<file path="src/rtl/core/ptc_pkg.sv">
// Shared types and constants for the pressure tendency classifier.
// No dependencies; imported by every module of the block except ptc_ram.
`default_nettype none

package ptc_pkg;

   // Ring store geometry
   localparam int WIN_DEPTH = 2048;
   localparam int SLOT_W    = $clog2(WIN_DEPTH);
   localparam int LEN_W     = 12;
   localparam int SAMPLE_W  = 17;
   localparam int CHANGE_W  = 18;
   localparam int THR_W     = 16;
   localparam int CODE_W    = 2;
   localparam int CSR_IDX_W = 2;
   localparam int CSR_DAT_W = 16;

   // floor(n/3) = (n * RECIP3) >> RECIP3_SHIFT, exact for n below 8192
   localparam int RECIP3       = 2731;
   localparam int RECIP3_SHIFT = 13;
   localparam int PROD_W       = 2 * LEN_W;

   // Register indexes
   localparam logic [CSR_IDX_W-1:0] CSR_WINDOW_LENGTH    = 2'd0;
   localparam logic [CSR_IDX_W-1:0] CSR_SIX_HOUR_PERIOD  = 2'd1;
   localparam logic [CSR_IDX_W-1:0] CSR_STEADY_THRESHOLD = 2'd2;

   // Register reset values
   localparam logic [LEN_W-1:0] WINDOW_LENGTH_RST    = 12'd2048;
   localparam logic [THR_W-1:0] STEADY_THRESHOLD_RST = 16'd100;

   // Tendency codes
   localparam logic [CODE_W-1:0] CODE_TRAINING = 2'd0;
   localparam logic [CODE_W-1:0] CODE_STEADY   = 2'd1;
   localparam logic [CODE_W-1:0] CODE_RISING   = 2'd2;
   localparam logic [CODE_W-1:0] CODE_FALLING  = 2'd3;

   // Request issued from the ring control into the classify stage
   typedef struct packed {
      logic                valid;
      logic                train;
      logic                fwd;
      logic [SAMPLE_W-1:0] sample;
   } issue_type;

endpackage

`default_nettype wire

</file>
<file path="src/rtl/core/ptc_ring_ctrl.sv">
// Ring control: config registers, write slot, fill count, training limit
// and ring store addressing. Depends on ptc_pkg.
`default_nettype none

module ptc_ring_ctrl
   import ptc_pkg::*;
(
   input  wire logic                 clock,
   input  wire logic                 reset,
   input  wire logic                 csr_wr_en,
   input  wire logic [CSR_IDX_W-1:0] csr_index,
   input  wire logic [CSR_DAT_W-1:0] csr_wdata,
   input  wire logic                 accept,
   input  wire logic [SAMPLE_W-1:0]  sample,
   output      logic                 ram_wr_en,
   output      logic [SLOT_W-1:0]    ram_wr_addr,
   output      logic [SAMPLE_W-1:0]  ram_wr_data,
   output      logic [SLOT_W-1:0]    ram_rd_addr,
   output      issue_type            issue,
   output      logic [THR_W-1:0]     threshold
);

   logic [LEN_W-1:0]  window_length_ff;
   logic              six_hour_ff;
   logic [THR_W-1:0]  threshold_ff;
   logic [SLOT_W-1:0] wslot_ff, wslot_in;
   logic [LEN_W-1:0]  fill_ff, fill_in;

   logic [LEN_W-1:0]  eff_len;
   logic [SLOT_W-1:0] slot;
   logic [LEN_W-1:0]  slot_inc;
   logic [LEN_W-1:0]  fill_inc;
   logic [PROD_W-1:0] third_prod;
   logic [LEN_W-1:0]  third;
   logic [LEN_W-1:0]  train_limit;
   logic              full;

   // Effective window: zero counts as one, clamp at the ring depth
   always_comb begin
      if (window_length_ff == '0) begin
         eff_len = LEN_W'(1);
      end else if (window_length_ff > LEN_W'(WIN_DEPTH)) begin
         eff_len = LEN_W'(WIN_DEPTH);
      end else begin
         eff_len = window_length_ff;
      end
   end

   // Slot to write now and the slot after it
   always_comb begin
      slot = ({1'b0, wslot_ff} >= eff_len) ? '0 : wslot_ff;
      slot_inc = {1'b0, slot} + LEN_W'(1);
      wslot_in = (slot_inc >= eff_len) ? '0 : slot_inc[SLOT_W-1:0];
      fill_inc = (fill_ff < eff_len) ? fill_ff + LEN_W'(1) : eff_len;
      fill_in  = fill_inc;
   end

   // Training limit: len/3, or len/6 as (len/3)/2
   always_comb begin
      third_prod  = PROD_W'(eff_len) * PROD_W'(RECIP3);
      third       = LEN_W'(third_prod >> RECIP3_SHIFT);
      train_limit = six_hour_ff ? (third >> 1) : third;
      full        = (fill_inc >= eff_len);
   end

   // Ring access: write the new sample, read the oldest one
   always_comb begin
      ram_wr_en    = accept;
      ram_wr_addr  = slot;
      ram_wr_data  = sample;
      ram_rd_addr  = full ? wslot_in : '0;
      issue.valid  = accept;
      issue.train  = (fill_inc < train_limit);
      issue.fwd    = (ram_rd_addr == slot);
      issue.sample = sample;
      threshold    = threshold_ff;
   end

   // Config registers and ring pointers
   always_ff @(posedge clock) begin
      if (reset) begin
         window_length_ff <= WINDOW_LENGTH_RST;
         six_hour_ff      <= 1'b0;
         threshold_ff     <= STEADY_THRESHOLD_RST;
         wslot_ff         <= '0;
         fill_ff          <= '0;
      end else if (csr_wr_en) begin
         unique case (csr_index)
            CSR_WINDOW_LENGTH: begin
               window_length_ff <= csr_wdata[LEN_W-1:0];
               wslot_ff         <= '0;
               fill_ff          <= '0;
            end
            CSR_SIX_HOUR_PERIOD: begin
               six_hour_ff <= csr_wdata[0];
            end
            CSR_STEADY_THRESHOLD: begin
               threshold_ff <= csr_wdata[THR_W-1:0];
            end
            default: begin
            end
         endcase
      end else if (accept) begin
         wslot_ff <= wslot_in;
         fill_ff  <= fill_in;
      end
   end

endmodule

`default_nettype wire

</file>
<file path="config.mk">
export PLATFORM = sky130hd
export DESIGN_NAME = ptc_ring_ctrl
export DESIGN_NICKNAME = d
export VERILOG_FILES = /design/src/rtl/core/ptc_pkg.sv /design/src/rtl/core/ptc_ring_ctrl.sv
export SDC_FILE = /design/constraint.sdc
export NUM_CORES = 1
export LEC_CHECK = 0
export ABC_AREA = 1
export BUFFER_PORTS_ARGS = -buffer_cell sky130_fd_sc_hd__buf_4
export CAP_MARGIN = 20
export CELL_PAD_IN_SITES_DETAIL_PLACEMENT = 0
export CELL_PAD_IN_SITES_GLOBAL_PLACEMENT = 1
export CORE_MARGIN = 2
export CORE_UTILIZATION = 40
export CTS_BUF_LIST = sky130_fd_sc_hd__clkbuf_2 sky130_fd_sc_hd__clkbuf_4 sky130_fd_sc_hd__clkbuf_8
export CTS_CLUSTER_DIAMETER = 80
export DETAILED_ROUTE_END_ITERATION = 10
export GPL_TIMING_DRIVEN = 0
export PLACE_DENSITY = 0.83
export SLEW_MARGIN = 20
export SYNTH_ARGS = -nofsm -noshare
export SYNTH_HDL_FRONTEND = slang
export SYNTH_SLANG_ARGS = --single-unit
</file>
<file path="constraint.sdc">
create_clock -name clock -period 14.4 [get_ports clock]
set_input_delay 2.16 -clock clock [delete_from_list [all_inputs] [get_ports clock]]
set_output_delay 2.16 -clock clock [all_outputs]
set_load 0.02 [all_outputs]
</file>
==> impl_results.rst <==
.. list-table::
   :header-rows: 1

   * - Metric
     - Value
   * - LEAKAGE
     - 4.48 nW
   * - Worst Path Buf+Inv
     - 7
   * - Vias per std cell
     - 4.94
   * - Switching share of power
     - 40.2%
   * - Number of post-CTS setup repair buffers
     - 0
   * - Met2 WL post-DR
     - 7.88 mm
   * - Async set or reset register ratio after synthesis
     - 0%
   * - Critical Path RT
     - 12.24 ns
   * - Crit-path most repeated cell
     - nand2_1
   * - Diodes inserted
     - 0
   * - IO Pins
     - 115
   * - Pin count of the biggest net entering global routing
     - 19
   * - Port buffer count
     - slightly below 100
   * - Share of layout cells above drive strength 1
     - 16.0%
   * - Cell area after technology mapping
     - 0.00721 sq mm
   * - Library cell with the highest instance count after synthesis
     - nand2_1
   * - Final worst path period share
     - 67.6%
   * - Initial core utilization
     - 40.4%
   * - Flip-flop and latch count after synthesis
     - between 50 and 60
   * - Worst slew pin tran
     - 0.880 ns
   * - Post-synthesis average cell area
     - 7.20 sq um
   * - Final-stage net count
     - 1320
   * - Post-route insts no fill
     - about 1300
   * - Crit path max fanout
     - 7
   * - Syn nets
     - 1216
   * - Clock sinks
     - 52
   * - Wirelength per Cell
     - 13.4 microns
   * - Total DRC errors in the routed layout
     - 0
   * - Detailed-router iteration count before antenna repair
     - 5
   * - Die Area
     - 0.0191 sq mm
   * - Worst max-slew margin expressed relative to the limit
     - 41.1%
   * - Finished layout cell area
     - 0.00832 sq mm
   * - Global-route wire length before repair
     - 30.0 mm
   * - Cell with the biggest individual delay on the critical path
     - nor2_1
   * - Part of the power in the clock network
     - a little over a fifth
   * - Vias in the first global route
     - 6159
   * - Sequential cell fraction of total power
     - a little over a third
   * - First-iteration detailed-routing DRC count
     - 297
   * - Insertion delay of the later-clocked pin in the worst-skew pair
     - 0.33 ns
   * - Setup repair after global routing missed its margin
     - false
   * - PostCTS Resize Cnt
     - 0
   * - Dominant synthesized flop cell
     - dfxtp_1
   * - Clk buf depth
     - 2
   * - Total negative slack for setup checks
     - 0 ns
   * - Area grow syn2layout
     - 15.4%
   * - Cell accounting for the most synthesized area
     - ha_1
   * - Overall overflow remaining after global route
     - 0
   * - Warnings, synthesis
     - 0
   * - M1 wire length
     - 8.90 mm
   * - Final Total Pwr
     - 423 uW
   * - Overall routed net length
     - 18.0 mm
   * - Number of flops mapped to enable cells by yosys
     - 0
   * - TritonCTS Buffers
     - 5
   * - Area of the core region
     - 0.0178 sq mm
   * - Top post-synthesis cells by count
     - 187 x nand2_1, 160 x inv_1, 136 x ha_1, 94 x nor2_1, 78 x a21oi_1
   * - Register clock-pin slew on the reported worst setup and hold paths
     - ~0.1 ns
   * - Worst min-delay path category
     - reg2reg
   * - Number of antenna-violating nets in the routed design
     - 0
   * - Detail Placement HPWL
     - 15.1 mm
   * - F_max
     - roughly 100 MHz
   * - Critical Setup Path Class
     - reg2out
   * - Routability cong.
     - 0.871
   * - Peak supply drop
     - slightly below 0.05 mV
   * - Highest signal layer in the routed design
     - met4
   * - Cell-internal power
     - 253 uW
   * - Cells after Synth
     - 1001
   * - Finish-stage setup viols
     - 0
   * - Placed standard-cell area
     - 0.00823 sq mm
   * - Power density over cell area
     - 50.9 mW/mm^2
   * - Met3 wire length
     - 1.13 mm
   * - Largest delay share family, worst path
     - adder cells
   * - Count of hold-fix buffers inserted at cts
     - 0
   * - Number of cells in the design after placement
     - 1327
   * - Arrival time of the worst setup path
     - 7.58 ns
   * - Area share of the largest cell type after synthesis
     - between 20% and 30%
   * - Overall track demand over capacity in global routing
     - between 10% and 20%
   * - Final critical-path required period
     - 9.74 ns
   * - Max-capacitance violation count
     - 0
   * - Setup skew after layout
     - between 0.01 and 0.015 ns
   * - Clock tree from TritonCTS
     - built
   * - Run status
     - complete, no violations
   * - Final-report hold violation count
     - 0
   * - Psw
     - between 150 and 200 uW
   * - Worst path max stage delay
     - 0.66 ns
   * - Floorplan die width
     - between 100 and 150 microns
   * - Number of unique standard cell types used by synthesis
     - 47
   * - Detailed-route via count
     - 6593
   * - Worst setup EP type
     - output port
   * - CP startpoint kind
     - register
   * - Largest cells by area after synthesis
     - ha_1 24%, dfxtp_1 14%, fa_1 11%
   * - Share of synthesized area occupied by flip-flops and latches
     - 14.4%
   * - Number of antenna violations at the first check in global routing
     - 0
   * - Htree depth
     - 2
   * - Root buffer cell
     - clkbuf_8
   * - Vertical extent of the die
     - 138 microns
   * - Number of cell rows
     - 49
   * - Final count of pins violating max slew
     - 0
   * - Proportion of power drawn by combinational gates
     - 42.3%
final timing paths:
path	end	slack, ns	startpoint	cells past startpoint
max reg2reg	wslot_ff[0]	8.02	window_length_ff[4]	32
max	issue[18]	4.66	window_length_ff[4]	38
min reg2reg	threshold[5]	0.48	threshold[5]	2
min	threshold[5]	0.48	threshold[5]	2
state kept, by name, indices dropped and copies added (netlist names):
signal / flops
six_hour_ff: 1
fill_ff: 12
window_length_ff: 12
threshold: 16
wslot_ff: 11
placed cells by master, fill, tap and decap left out, types with 4 or more instances in the layout:
master	Yosys	routed
nand3_1	40	40
nand3_2	4	4
nand3b_1	5	5
xor2_1	11	11
a21oi_1	78	78
nor2_1	94	94
fa_1	40	40
nor2_4	5	5
o21ai_0	53	53
inv_2	5	5
buf_4	37	134
ha_1	136	136
nor3_1	12	12
clkbuf_8	0	5
clkbuf_1	15	15
nand2_1	187	187
a31oi_1	10	10
dfxtp_1	52	52
nand2_2	4	4
nand4_1	16	16
inv_1	160	160
worst reg2reg max path: cells and delay by family (launching register included):
kind / cells / cell delay [ns]
buffers and inverters: 6 / 1.23
flip-flops: 1 / 0.34
AND/OR/NAND/NOR: 19 / 3.33
AO/OA/AOI/OAI: 4 / 0.45
adder cells (fa/ha/maj): 3 / 0.98
stage by stage:
stage	utilization [%]	setup slack (ns)	hold WS (ns)
after floorplan	-	6.09	0.444
after global routing	46.6	3.96	0.495
after detailed placement	46.1	5.00	0.452
after CTS	46.6	4.61	0.479
after global placement	46.1	5.00	0.441
final	46.6	4.66	0.479
metal layers:
metal	global-route usage, %	vias to the layer above
li1	-	3419
met5	0	-
met1	27.4	2980
met2	30.0	186
met3	3.01	8
met4	1.61	0
kinds of logic (layout without fill, tap and decap cells):
| group | after synthesis | after routing | synth area share [%] |
|---|---|---|---|
| AO/OA/AOI/OAI | 154 | 154 | 11.5 |
| AND/OR/NAND/NOR | 378 | 378 | 23.5 |
| flip-flops | 52 | 52 | 14.4 |
| other | 1 | 1 | 0.0520 |
| XOR/XNOR | 16 | 16 | 2.15 |
| buffers and inverters | 224 | 329 | 13.7 |
| adder cells (fa/ha/maj) | 176 | 176 | 34.7 |
final cells by class:
class,count,area [sq um]
well taps,229,287
inverters,167,629
repair buffers,97,728
plain buffers,57,362
fillers,1810,9520
clock inverters,3,25.0
clock buffers,5,68.8
multi-input cells,725,5180
flip-flops and latches,52,1040
power by group through the flow:
stage / sequential, mW / combinational, mW / clock, mW
floorplan: 0.157 / 0.124 / 0
finish: 0.152 / 0.179 / 0.0923
detailed placement: 0.155 / 0.179 / 0
global route: 0.153 / 0.204 / 0.101
CTS: 0.152 / 0.181 / 0.0951
global placement: 0.155 / 0.178 / 0
Power figures use the tool's default switching activity.
