<file path="config.mk">
export PLATFORM = sky130hd
export DESIGN_NAME = ptc_classify
export DESIGN_NICKNAME = d
export VERILOG_FILES = /design/src/rtl/core/ptc_pkg.sv /design/src/rtl/core/ptc_classify.sv
export SDC_FILE = /design/constraint.sdc
export NUM_CORES = 1
export LEC_CHECK = 0
export BUFFER_PORTS_ARGS = -buffer_cell sky130_fd_sc_hd__buf_2
export CAP_MARGIN = 20
export CORE_MARGIN = 8
export CORE_UTILIZATION = 40
export CTS_CLUSTER_DIAMETER = 120
export CTS_CLUSTER_SIZE = 30
export DETAILED_ROUTE_END_ITERATION = 8
export GPL_TIMING_DRIVEN = 0
export PLACE_DENSITY_LB_ADDON = 0.25
export RECOVER_POWER = 25
export SYNTH_ARGS = -nofsm -noshare
export SYNTH_HDL_FRONTEND = slang
export SYNTH_SLANG_ARGS = --single-unit
export TNS_END_PERCENT = 5
</file>
<file path="constraint.sdc">
create_clock -name clock -period 6.1 [get_ports clock]
set_input_delay 1.22 -clock clock [delete_from_list [all_inputs] [get_ports clock]]
set_output_delay 1.22 -clock clock [all_outputs]
set_load 0.05 [all_outputs]
</file>
<file path="src/rtl/core/ptc_pkg.sv">
// Shared types and constants for the pressure tendency classifier.
// No dependencies; imported by every module of the block except ptc_ram.
`default_nettype none

package ptc_pkg;

   // Ring store geometry
   localparam int WIN_DEPTH = 2048;
   localparam int SLOT_W    = $clog2(WIN_DEPTH);
   localparam int LEN_W     = 12;
   localparam int SAMPLE_W  = 17;
   localparam int CHANGE_W  = 18;
   localparam int THR_W     = 16;
   localparam int CODE_W    = 2;
   localparam int CSR_IDX_W = 2;
   localparam int CSR_DAT_W = 16;

   // floor(n/3) = (n * RECIP3) >> RECIP3_SHIFT, exact for n below 8192
   localparam int RECIP3       = 2731;
   localparam int RECIP3_SHIFT = 13;
   localparam int PROD_W       = 2 * LEN_W;

   // Register indexes
   localparam logic [CSR_IDX_W-1:0] CSR_WINDOW_LENGTH    = 2'd0;
   localparam logic [CSR_IDX_W-1:0] CSR_SIX_HOUR_PERIOD  = 2'd1;
   localparam logic [CSR_IDX_W-1:0] CSR_STEADY_THRESHOLD = 2'd2;

   // Register reset values
   localparam logic [LEN_W-1:0] WINDOW_LENGTH_RST    = 12'd2048;
   localparam logic [THR_W-1:0] STEADY_THRESHOLD_RST = 16'd100;

   // Tendency codes
   localparam logic [CODE_W-1:0] CODE_TRAINING = 2'd0;
   localparam logic [CODE_W-1:0] CODE_STEADY   = 2'd1;
   localparam logic [CODE_W-1:0] CODE_RISING   = 2'd2;
   localparam logic [CODE_W-1:0] CODE_FALLING  = 2'd3;

   // Request issued from the ring control into the classify stage
   typedef struct packed {
      logic                valid;
      logic                train;
      logic                fwd;
      logic [SAMPLE_W-1:0] sample;
   } issue_type;

endpackage

`default_nettype wire

</file>
<file path="src/rtl/core/ptc_classify.sv">
// Classify stage: takes the oldest sample from the ring, forms the change,
// classifies it and queues the response in a two-entry buffer. Depends on ptc_pkg.
`default_nettype none

module ptc_classify
   import ptc_pkg::*;
(
   input  wire logic                       clock,
   input  wire logic                       reset,
   input  wire issue_type                  issue,
   input  wire logic [SAMPLE_W-1:0]        ram_rd_data,
   input  wire logic [THR_W-1:0]           threshold,
   output      logic                       req_ready,
   output      logic                       rsp_valid,
   input  wire logic                       rsp_ready,
   output      logic [CODE_W-1:0]          rsp_tendency_code,
   output      logic signed [CHANGE_W-1:0] rsp_pressure_change
);

   issue_type s1_ff;

   logic [SAMPLE_W-1:0]        oldest;
   logic signed [CHANGE_W-1:0] delta;
   logic [SAMPLE_W-1:0]        mag;
   logic [CODE_W-1:0]          code;
   logic signed [CHANGE_W-1:0] change;

   logic [CODE_W-1:0]          q_code_ff   [2];
   logic signed [CHANGE_W-1:0] q_change_ff [2];
   logic                       wr_ptr_ff, rd_ptr_ff;
   logic [1:0]                 count_ff, count_in;
   logic                       pop;
   logic [2:0]                 occ_left;

   // Stage register: lines the request up with the registered ring read data
   always_ff @(posedge clock) begin
      if (reset) begin
         s1_ff.valid <= 1'b0;
      end else begin
         s1_ff.valid <= issue.valid;
      end
      s1_ff.train  <= issue.train;
      s1_ff.fwd    <= issue.fwd;
      s1_ff.sample <= issue.sample;
   end

   // Change and classification; forward the sample when it was just written
   always_comb begin
      oldest = s1_ff.fwd ? s1_ff.sample : ram_rd_data;
      delta  = $signed({1'b0, s1_ff.sample}) - $signed({1'b0, oldest});
      mag    = delta[CHANGE_W-1] ? SAMPLE_W'(-delta) : delta[SAMPLE_W-1:0];
      priority if (s1_ff.train) begin
         code   = CODE_TRAINING;
         change = '0;
      end else if (mag < {1'b0, threshold} || delta == '0) begin
         code   = CODE_STEADY;
         change = delta;
      end else if (!delta[CHANGE_W-1]) begin
         code   = CODE_RISING;
         change = delta;
      end else begin
         code   = CODE_FALLING;
         change = delta;
      end
   end

   // Response buffer and flow control
   always_comb begin
      pop       = rsp_valid && rsp_ready;
      count_in  = count_ff + {1'b0, s1_ff.valid} - {1'b0, pop};
      occ_left  = {1'b0, count_ff} + {2'b0, s1_ff.valid} - {2'b0, pop};
      req_ready = (occ_left < 3'd2);
      rsp_valid = (count_ff != '0);
      rsp_tendency_code   = q_code_ff[rd_ptr_ff];
      rsp_pressure_change = q_change_ff[rd_ptr_ff];
   end

   always_ff @(posedge clock) begin
      if (reset) begin
         wr_ptr_ff <= 1'b0;
         rd_ptr_ff <= 1'b0;
         count_ff  <= '0;
      end else begin
         if (s1_ff.valid) begin
            wr_ptr_ff <= ~wr_ptr_ff;
         end
         if (pop) begin
            rd_ptr_ff <= ~rd_ptr_ff;
         end
         count_ff <= count_in;
      end
      if (s1_ff.valid) begin
         q_code_ff[wr_ptr_ff]   <= code;
         q_change_ff[wr_ptr_ff] <= change;
      end
   end

endmodule

`default_nettype wire

</file>
==> flow_summary.toml, run 1 <==
[outcome]
status = "finished, final reports clean"

[place]
dp.final_hpwl_microns = 6655
portBuffers = 77
dp_slack_ns = -0.7594
gp_congestion = 0.8438
placed_area_sq_mm = 0.004559

[global_routing]
gr-total-overflow = 0
grt_usage = 0.1303
grt_pass1_wl_microns = 13860
antenna_found_initial = 0
grt_max_degree = 21
grt_pass1_vias = 3115

[synth]
synth.mux.area_fraction = 0.09940
ys_seq_area_frac = 0.4265
ys_ff_latch = 65
async_flop_share = 0
netlist_instances = 371
syn-cell-area_sq_mm = 0.003990
ys.flop_type = "edfxtp_1"
synth_edf_count = 40
synthAdderAreaFrac = 0.1198
synth_top_family_by_area = "simple AND/OR/NAND/NOR gates"
yosys_warnings = 0
synth_xor_area_frac = 0.06585
synth_compound_area_frac = 0.1185
syn-num-nets = 464
ys_types = 57
yosys.area_share.simple = 0.1352
synth.avg_cell_area_sq_um = 10.75

[drt]
dr.pass1.iters = 4
via_per_inst = 5.017
ant_nets = 0
wl_microns = 8601
wl_per_cell_microns = 14.38
vias = 3000
drc = 0
drt_iter0_drc = 102

[critical_path]
timing.rr.start = "s1_ff[17]"
setup.worst_path.end = "q_code_ff[0][1]"
crit_start = "ram_rd_data[0]"
crit_path_end_kind = "flip-flop"
rr_worst_depth = 20
path_cells = "buf_2 -> mux2_2 -> ha_1 -> inv_1 -> fa_1 -> a211oi_2 -> o21bai_1 -> a21oi_2 -> xnor2_1 -> or4_4 -> or2_4 -> nor4_4 -> a31oi_1 -> xnor2_1 -> ha_1 -> a2111oi_1 -> nand2_1 -> a41o_1 -> o21ai_0 -> nor2_1 -> a2111oi_2 -> nor3_1"
r2r_slack_ns = 0.40
cp_max_fo = 3
critPathLaunchType = "input pin"
slowest_delay_ns = 0.59
critPathRequiredTime_ns = 6.18
crit_arrival_ns = 5.96
crit_type = "input pin to flip-flop"
cp_slowest_cell = "or4_4"
reg2reg_to = "q_code_ff[0][1]"

[final_layout]
fin_util = 0.4937
multi_input_area_sq_mm = 0.002192
final_common_cell = "buf_2"
drive_gt1_frac = 0.2710
fillers = 943
final_cell_mix = "buf_2, edfxtp_1, ha_1"
design_area_sq_mm = 0.004803
seqCellArea_sq_mm = 0.001703
n_antenna_cell = 0
fin_nets = 553
syn_to_final_growth_pct = 20.38

[timing]
fin_ws_ns = 0.2186
fmax_ghz = 0.1700
hold-worst-slack_ns = 0.5224
final_max_slew_viol_count = 0
finalHoldViolCount = 0
period_needed_ns = 5.881
post-route-period-util = 0.9642
slew_headroom = 0.3950
clock_skew_ns = 0.01403
finalSetupViolations = 0
worst_slew_pin_slew_ns = 0.9074

[clock_tree]
clockRootBuffer = "clkbuf_8"
clock-sinks = 65
cts_made_buffers = 9
path_clk_slew_ns = 0.07
clock_path_buffers = 2
tritoncts = "yes"
clock_latency_ns = 0.34
cts_htree_levels = 3

[min_path]
hp-class = "flip-flop to flip-flop"

[power]
ir_drop_uv = 230.4
leakage_nw = 2.063
powerDensity_mw_per_mm2 = 353.6

[floorplanning]
rows = 36
start_util = 0.4101
chipHeight_microns = 115.9
core-area_sq_mm = 0.009729
io_pins = 78
die_w_microns = 115.9
die-area_sq_mm = 0.01343

[run]
cap_violations = 0
power by group:
| group | internal, mW | switching, mW |
|---|---|---|
| registers | 0.510 | 0.0124 |
| clock network | 0.216 | 0.174 |
| logic | 0.288 | 0.498 |
| total | 1.01 | 0.684 |
how the worst min path moves through the flow:
stage | from | to | cells after the start
after floorplan | rd_ptr_ff | flip-flop | 2
after global placement | rd_ptr_ff | rd_ptr_ff | 2
after detailed placement | rd_ptr_ff | rd_ptr_ff | 2
after CTS | rd_ptr_ff | rd_ptr_ff | 2
after global routing | rd_ptr_ff | rd_ptr_ff | 2
final | rd_ptr_ff | rd_ptr_ff | 2
worst max-delay path, delay by kind of cell:
family / cells / cell delay, ns
buf+inv: 2 / 0.12
fa+ha+maj: 3 / 0.79
simple gates: 6 / 1.66
mux: 1 / 0.14
xor+xnor: 2 / 0.29
compound gates: 8 / 1.74
timing repair:
item	4_1_cts	5_1_grt
resized for setup	4	7
cloned	0	0
pin swaps	0	3
setup endpoints to repair	4	4
hold buffers	0	0
setup buffers	0	1
state kept, by name, indices dropped and copies added, names as in the netlist, named ones only:
| name | cells |
|---|---|
| rd_ptr_ff | 1 |
| s1_ff | 20 |
| q_code_ff | 4 |
| wr_ptr_ff | 1 |
| q_change_ff | 36 |
| count_ff | 2 |
cell families after synthesis:
| family | Yosys count |
|---|---|
| xor+xnor | 30 |
| flops | 65 |
| mux | 37 |
| fa+ha+maj | 37 |
| buf+inv | 37 |
| simple gates | 99 |
| compound gates | 66 |
cells in the mapped netlist, drive strengths merged, types with 3 or more instances:
library cell	count	area, sq um
o21ai	8	40.04
xnor2	25	219.0
edfxtp	40	1201
or2	3	21.27
inv	29	108.9
clkbuf	8	30.03
dfxtp	25	500.5
nor3	9	45.04
xor2	5	43.79
ha	35	437.9
a31oi	5	31.28
nand4	4	25.02
a21oi	14	73.82
a21o	6	45.04
and3	3	18.77
mux2i	16	160.2
a2111oi	4	35.03
o21a	6	45.04
nor2b	7	43.79
nand2	13	48.80
mux2	21	236.5
and2	9	56.30
nor2	34	127.6
nor4	3	40.04
or4	3	26.27
o211ai	4	30.03
routing by layer:
metal,wire length [microns],GRT usage,share of wire
met5,0,0,0
met4,174,0.06655,0.020
met3,441,0.03075,0.051
met2,4070,0.2197,0.47
met1,3915,0.1510,0.46
stage by stage:
stage / std cells / power (mW) / setup TNS (ns)
floorplan: 371 / 1.126 / 0
global placement: 581 / 1.276 / -1.748
detailed placement: 582 / 1.294 / -2.292
CTS: 597 / 1.694 / 0
global route: 598 / 1.804 / -0.1526
finish: 598 / 1.698 / 0
final cells by class:
class | instances | area share
Multi-Input combinational cell | 269 | 0.4564
Sequential cell | 65 | 0.3545
Timing Repair Buffer | 79 | 0.08231
Tap cell | 133 | 0.03464
Clock buffer | 13 | 0.03334
Inverter | 29 | 0.02266
Clock inverter | 3 | 0.009898
Buffer | 7 | 0.006252
Note: power is estimated with default switching activity, not from simulation.
==> run 2, diff against run 1 <==
--- a/config.mk
+++ b/config.mk
@@ -8,7 +8,7 @@
 export BUFFER_PORTS_ARGS = -buffer_cell sky130_fd_sc_hd__buf_2
 export CAP_MARGIN = 20
 export CORE_MARGIN = 8
-export CORE_UTILIZATION = 40
+export CORE_UTILIZATION = 45
 export CTS_CLUSTER_DIAMETER = 120
 export CTS_CLUSTER_SIZE = 30
 export DETAILED_ROUTE_END_ITERATION = 8
==> run 2 against run 1 <==
- power is 1.9% lower
- combinational power is 0.8% lower
- via count is 1.0% lower
- final cell count is 4.2% lower
- critical endpoint unchanged
==> flow_summary.toml, run 2 (synthesis results as in run 1) <==
[timing]
final_max_slew_viol_count = 0
setup-tns-final_ns = 0
finalHoldViolCount = 0
fin_ws_ns = 0.2981
worst_slew_pin_slew_ns = 0.9223
slew_headroom = 0.3851
rsz0062_at_grt = "false"
fmax_ghz = 0.1724
finalSetupViolations = 0
hold-worst-slack_ns = 0.5137
post-route-period-util = 0.9511
period_needed_ns = 5.802
clock_skew_ns = 0.01081

[global_routing]
grt_usage = 0.1452
grt_pass1_vias = 3040
antenna_found_initial = 0
grt_max_degree = 21
grt_pass1_wl_microns = 13860
gr-total-overflow = 0

[floorplanning]
chipHeight_microns = 110.2
die-area_sq_mm = 0.01214
core-area_sq_mm = 0.008678
die_w_microns = 110.2
rows = 34
start_util = 0.4598
io_pins = 78

[critical_path]
cp_slowest_cell = "or4_4"
crit_buf_inv = 2
path_cells = "buf_2 -> mux2_2 -> ha_1 -> inv_1 -> fa_1 -> a211oi_2 -> o21bai_1 -> a21oi_2 -> xnor2_1 -> or4_4 -> or2_4 -> nor4_2 -> a31oi_1 -> xnor2_1 -> ha_1 -> a2111oi_2 -> nand2_1 -> a41o_1 -> o21ai_0 -> nor2_1 -> a2111oi_0 -> nor3_1"
cp.depth = 22
crit_family = "compound AO/OA/AOI/OAI gates"
crit_type = "input pin to flip-flop"
crit_arrival_ns = 5.87
crit_path_end_kind = "flip-flop"
slowest_delay_ns = 0.59
critPathRequiredTime_ns = 6.17
rr_worst_depth = 21
critPathLaunchType = "input pin"
cp_max_fo = 3

[clock_tree]
hold_buffers = 0
cts_made_buffers = 9
cts_htree_levels = 3
clock_latency_ns = 0.34
tritoncts = "yes"
clockRootBuffer = "clkbuf_8"
clock_path_buffers = 2
path_clk_slew_ns = 0.08
clock-sinks = 65

[drt]
wl_per_cell_microns = 14.93
wl_met2_microns = 4092
drt_iter0_drc = 141
routed.top_layer = "met4"
dr.pass1.iters = 4
vias = 2970
wl_microns = 8554
ant_nets = 0
via_per_inst = 5.183
drc = 0
wl_met1_microns = 3992
wl_met3_microns = 361

[final_layout]
largestRegisters = "q_change_ff: 36 flops, s1_ff: 20 flops, q_code_ff: 4 flops"
final_common_cell = "buf_2"
design_area_sq_mm = 0.004742
largest_register_ffs = 36
drive_gt1_frac = 0.2731
fin_util = 0.5464
regMostFlops = "q_change_ff"
fin_nets = 553
syn_to_final_growth_pct = 18.85
final_cell_mix = "buf_2, edfxtp_1, ha_1"
n_antenna_cell = 0
instances_no_fill = 573

[power]
seq_power_share = 0.314
swShare = 0.4080
leakage_nw = 2.050
clockPowerShare = 0.219
netSwitchingPower_uw = 680.2
power_frac_comb = 0.468
powerDensity_mw_per_mm2 = 351.5
ir_drop_uv = 153.6
intPower_uw = 986.9
fin_total_pwr_mw = 1.667

[place]
dp_slack_ns = -0.5585
gp_congestion = 0.9033
dp_cells = 557
portBuffers = 77
dp.final_hpwl_microns = 6612
placed_area_sq_mm = 0.004528

[run]
cap_violations = 0

[min_path]
min_path_cells = 2
hp-class = "flip-flop to flip-flop"

[outcome]
status = "finished, final reports clean"
[run 2: changes by cell type in the layout (fill, tap and decap cells not counted)]
cell / delta
clkinv_2: +2
a2111oi_0: +1
a2111oi_1: -1
clkbuf_1: -1
clkbuf_16: -1
clkinv_4: -1
clkinvlp_4: +1
nor4_2: +1
nor4_4: -1
[run 2: worst min-delay path, delay by kind of cell, from the launching register on]
kind / cells / cell delay, ns
flops: 1 / 0.33
xor+xnor: 1 / 0.08
simple gates: 1 / 0.07
[run 2: routing by layer]
layer | track usage | vias up
met4 | 0.04948 | 0
met2 | 0.2453 | 65
met1 | 0.1765 | 1362
met5 | 0 | -
li1 | - | 1532
met3 | 0.03663 | 11
[run 2: worst paths after layout]
check / from / to / slack [ns]
max reg2reg: s1_ff[17] / q_code_ff[0][1] / 0.47
max: ram_rd_data[0] / q_code_ff[0][1] / 0.30
min: rd_ptr_ff / rd_ptr_ff / 0.51
min reg2reg: rd_ptr_ff / rd_ptr_ff / 0.51
[run 2: layout make-up]
type	instances	area [sq um]
fill	792	3936
timing repair buffer	79	395.4
buffer	7	30.03
clock buffer	11	131.4
clock inverter	5	56.30
sequential	65	1703
multi-input combinational	269	2182
inverter	29	108.9
tap	108	135.1
[run 2: timing repair]
action	4_1_cts	5_1_grt
resized for setup	4	5
buffers inserted	0	1
setup endpoints to repair	4	4
pin swaps	0	2
[run 2: power by group through the flow]
| stage | sequential [mW] | clock (mW) | combinational [mW] |
|---|---|---|---|
| global route | 0.527 | 0.391 | 0.854 |
| finish | 0.523 | 0.365 | 0.780 |
| floorplan | 0.529 | 0 | 0.597 |
| detailed placement | 0.532 | 0 | 0.757 |
| CTS | 0.523 | 0.374 | 0.767 |
| global placement | 0.530 | 0 | 0.738 |
==> run 3, diff against run 2 <==
--- a/config.mk
+++ b/config.mk
@@ -9,6 +9,7 @@
 export CAP_MARGIN = 20
 export CORE_MARGIN = 8
 export CORE_UTILIZATION = 45
+export CTS_BUF_LIST = sky130_fd_sc_hd__clkbuf_4 sky130_fd_sc_hd__clkbuf_8
 export CTS_CLUSTER_DIAMETER = 120
 export CTS_CLUSTER_SIZE = 30
 export DETAILED_ROUTE_END_ITERATION = 8
==> run 3 against run 2 <==
- fmax barely moved
- first-iteration DRC count fell by 9.9%
- sequential cell count did not move
- combinational power barely moved
- power rose by 0.40%
- utilization rose by 0.087 points
- critical path type unchanged
==> flow_summary.toml, run 3 (synthesis results as in run 1) <==
[final_layout]
final_cell_mix = "buf_2, edfxtp_1, ha_1"
fin_nets = 553
syn_to_final_growth_pct = 19.03
fillers = 791
n_antenna_cell = 0
regMostFlops = "q_change_ff"
fin_util = 0.5473
seqCellArea_sq_mm = 0.001703
final_common_cell = "buf_2"
multi_input_area_sq_mm = 0.002182
design_area_sq_mm = 0.004750
drive_gt1_frac = 0.2774
largest_register_ffs = 36
instances_no_fill = 573
largestRegisters = "q_change_ff: 36 flops, s1_ff: 20 flops, q_code_ff: 4 flops"

[global_routing]
antenna_found_initial = 0
gr-total-overflow = 0
grt_usage = 0.1445
grt_max_degree = 21
grt_pass1_wl_microns = 13810
grt_pass1_vias = 3026

[critical_path]
slowest_delay_ns = 0.59
cp_max_fo = 3
crit_family = "compound AO/OA/AOI/OAI gates"
crit_arrival_ns = 5.87
critPathLaunchType = "input pin"
cp_slowest_cell = "or4_4"
critPathRequiredTime_ns = 6.16
crit_type = "input pin to flip-flop"
crit_path_end_kind = "flip-flop"
crit_buf_inv = 2
path_cells = "buf_2 -> mux2_2 -> ha_1 -> inv_1 -> fa_1 -> a211oi_2 -> o21bai_1 -> a21oi_2 -> xnor2_1 -> or4_4 -> or2_4 -> nor4_2 -> a31oi_1 -> xnor2_1 -> ha_1 -> a2111oi_2 -> nand2_1 -> a41o_1 -> o21ai_0 -> nor2_1 -> a2111oi_0 -> nor3_1"

[place]
portBuffers = 77
dp.final_hpwl_microns = 6612
placed_area_sq_mm = 0.004528
dp_cells = 557
gp_congestion = 0.9033

[clock_tree]
path_clk_slew_ns = 0.07
tritoncts = "yes"
clockRootBuffer = "clkbuf_8"
cts_made_buffers = 9
clock-sinks = 65
hold_buffers = 0
cts_htree_levels = 3
clock_path_buffers = 2
clock_latency_ns = 0.34

[min_path]
hp-class = "flip-flop to flip-flop"

[timing]
finalSetupViolations = 0
rsz0062_at_grt = "false"
hold-worst-slack_ns = 0.5130
final_max_slew_viol_count = 0
post-route-period-util = 0.9514
finalHoldViolCount = 0
clock_skew_ns = 0.01228
worst_slew_pin_slew_ns = 0.9193
fmax_ghz = 0.1723
period_needed_ns = 5.803
slew_headroom = 0.3872

[power]
powerDensity_mw_per_mm2 = 352.4
fin_total_pwr_mw = 1.674
leakage_nw = 2.057
ir_drop_uv = 153.3

[floorplanning]
chipHeight_microns = 110.2
io_pins = 78
die-area_sq_mm = 0.01214
core-area_sq_mm = 0.008678
rows = 34
die_w_microns = 110.2
start_util = 0.4598

[drt]
wl_per_cell_microns = 14.91
vias = 2962
ant_nets = 0
drt_iter0_drc = 127
drc = 0
wl_microns = 8542
dr.pass1.iters = 4
via_per_inst = 5.169

[run]
cap_violations = 0

[outcome]
status = "finished, final reports clean"
[run 3: cell types whose count changed in the layout (fill, tap and decap cells not counted)]
cell      previous run  this run
clkbuf_1            10         8
clkbuf_4             1         3
[run 3: timing repair]
item / CTS / global route
endpoints found under the setup margin: 4 / 4
gates resized for setup: 4 / 5
setup buffers: 0 / 1
pin swaps: 0 / 2
[run 3: final timing paths]
check / start / slack [ns] / to / cells past startpoint
max: ram_rd_data[0] / 0.30 / q_code_ff[1][1] / 22
min: rd_ptr_ff / 0.51 / rd_ptr_ff / 2
max reg2reg: s1_ff[17] / 0.46 / q_code_ff[1][1] / 21
min reg2reg: rd_ptr_ff / 0.51 / rd_ptr_ff / 2
[run 3: area by class of cell]
| cell class | count | area share |
|---|---|---|
| Buffer | 7 | 0.006322 |
| Clock buffer | 11 | 0.02924 |
| Clock inverter | 5 | 0.01185 |
| Inverter | 29 | 0.02292 |
| Multi-Input combinational cell | 269 | 0.4594 |
| Sequential cell | 65 | 0.3585 |
| Tap cell | 108 | 0.02845 |
| Timing Repair Buffer | 79 | 0.08325 |
[run 3: through the flow]
step,TNS (ns),setup WS (ns)
after floorplan,0,0.2998
after global placement,-1.334,-0.4705
after detailed placement,-1.723,-0.5585
after CTS,0,0.1409
after global routing,0,0.03940
final,0,0.2968
[run 3: per-layer routing]
layer	GRT usage	vias up	part of all wire
li1	-	1531	-
met1	0.1761	1363	0.47
met2	0.2444	59	0.48
met3	0.03663	9	0.041
met4	0.04662	0	0.011
met5	0	-	0
[run 3: worst min-delay path: cells and delay by family (launching register included)]
kind / cells / cell delay (ns)
XOR/XNOR: 1 / 0.08
AND/OR/NAND/NOR: 1 / 0.07
flip-flops: 1 / 0.32
[run 3: power breakdown]
part           switching, mW  total [mW]  internal, mW
Sequential            0.0127       0.523         0.510
Clock                  0.173       0.370         0.197
Combinational          0.492       0.781         0.289
Total                  0.678        1.67         0.996
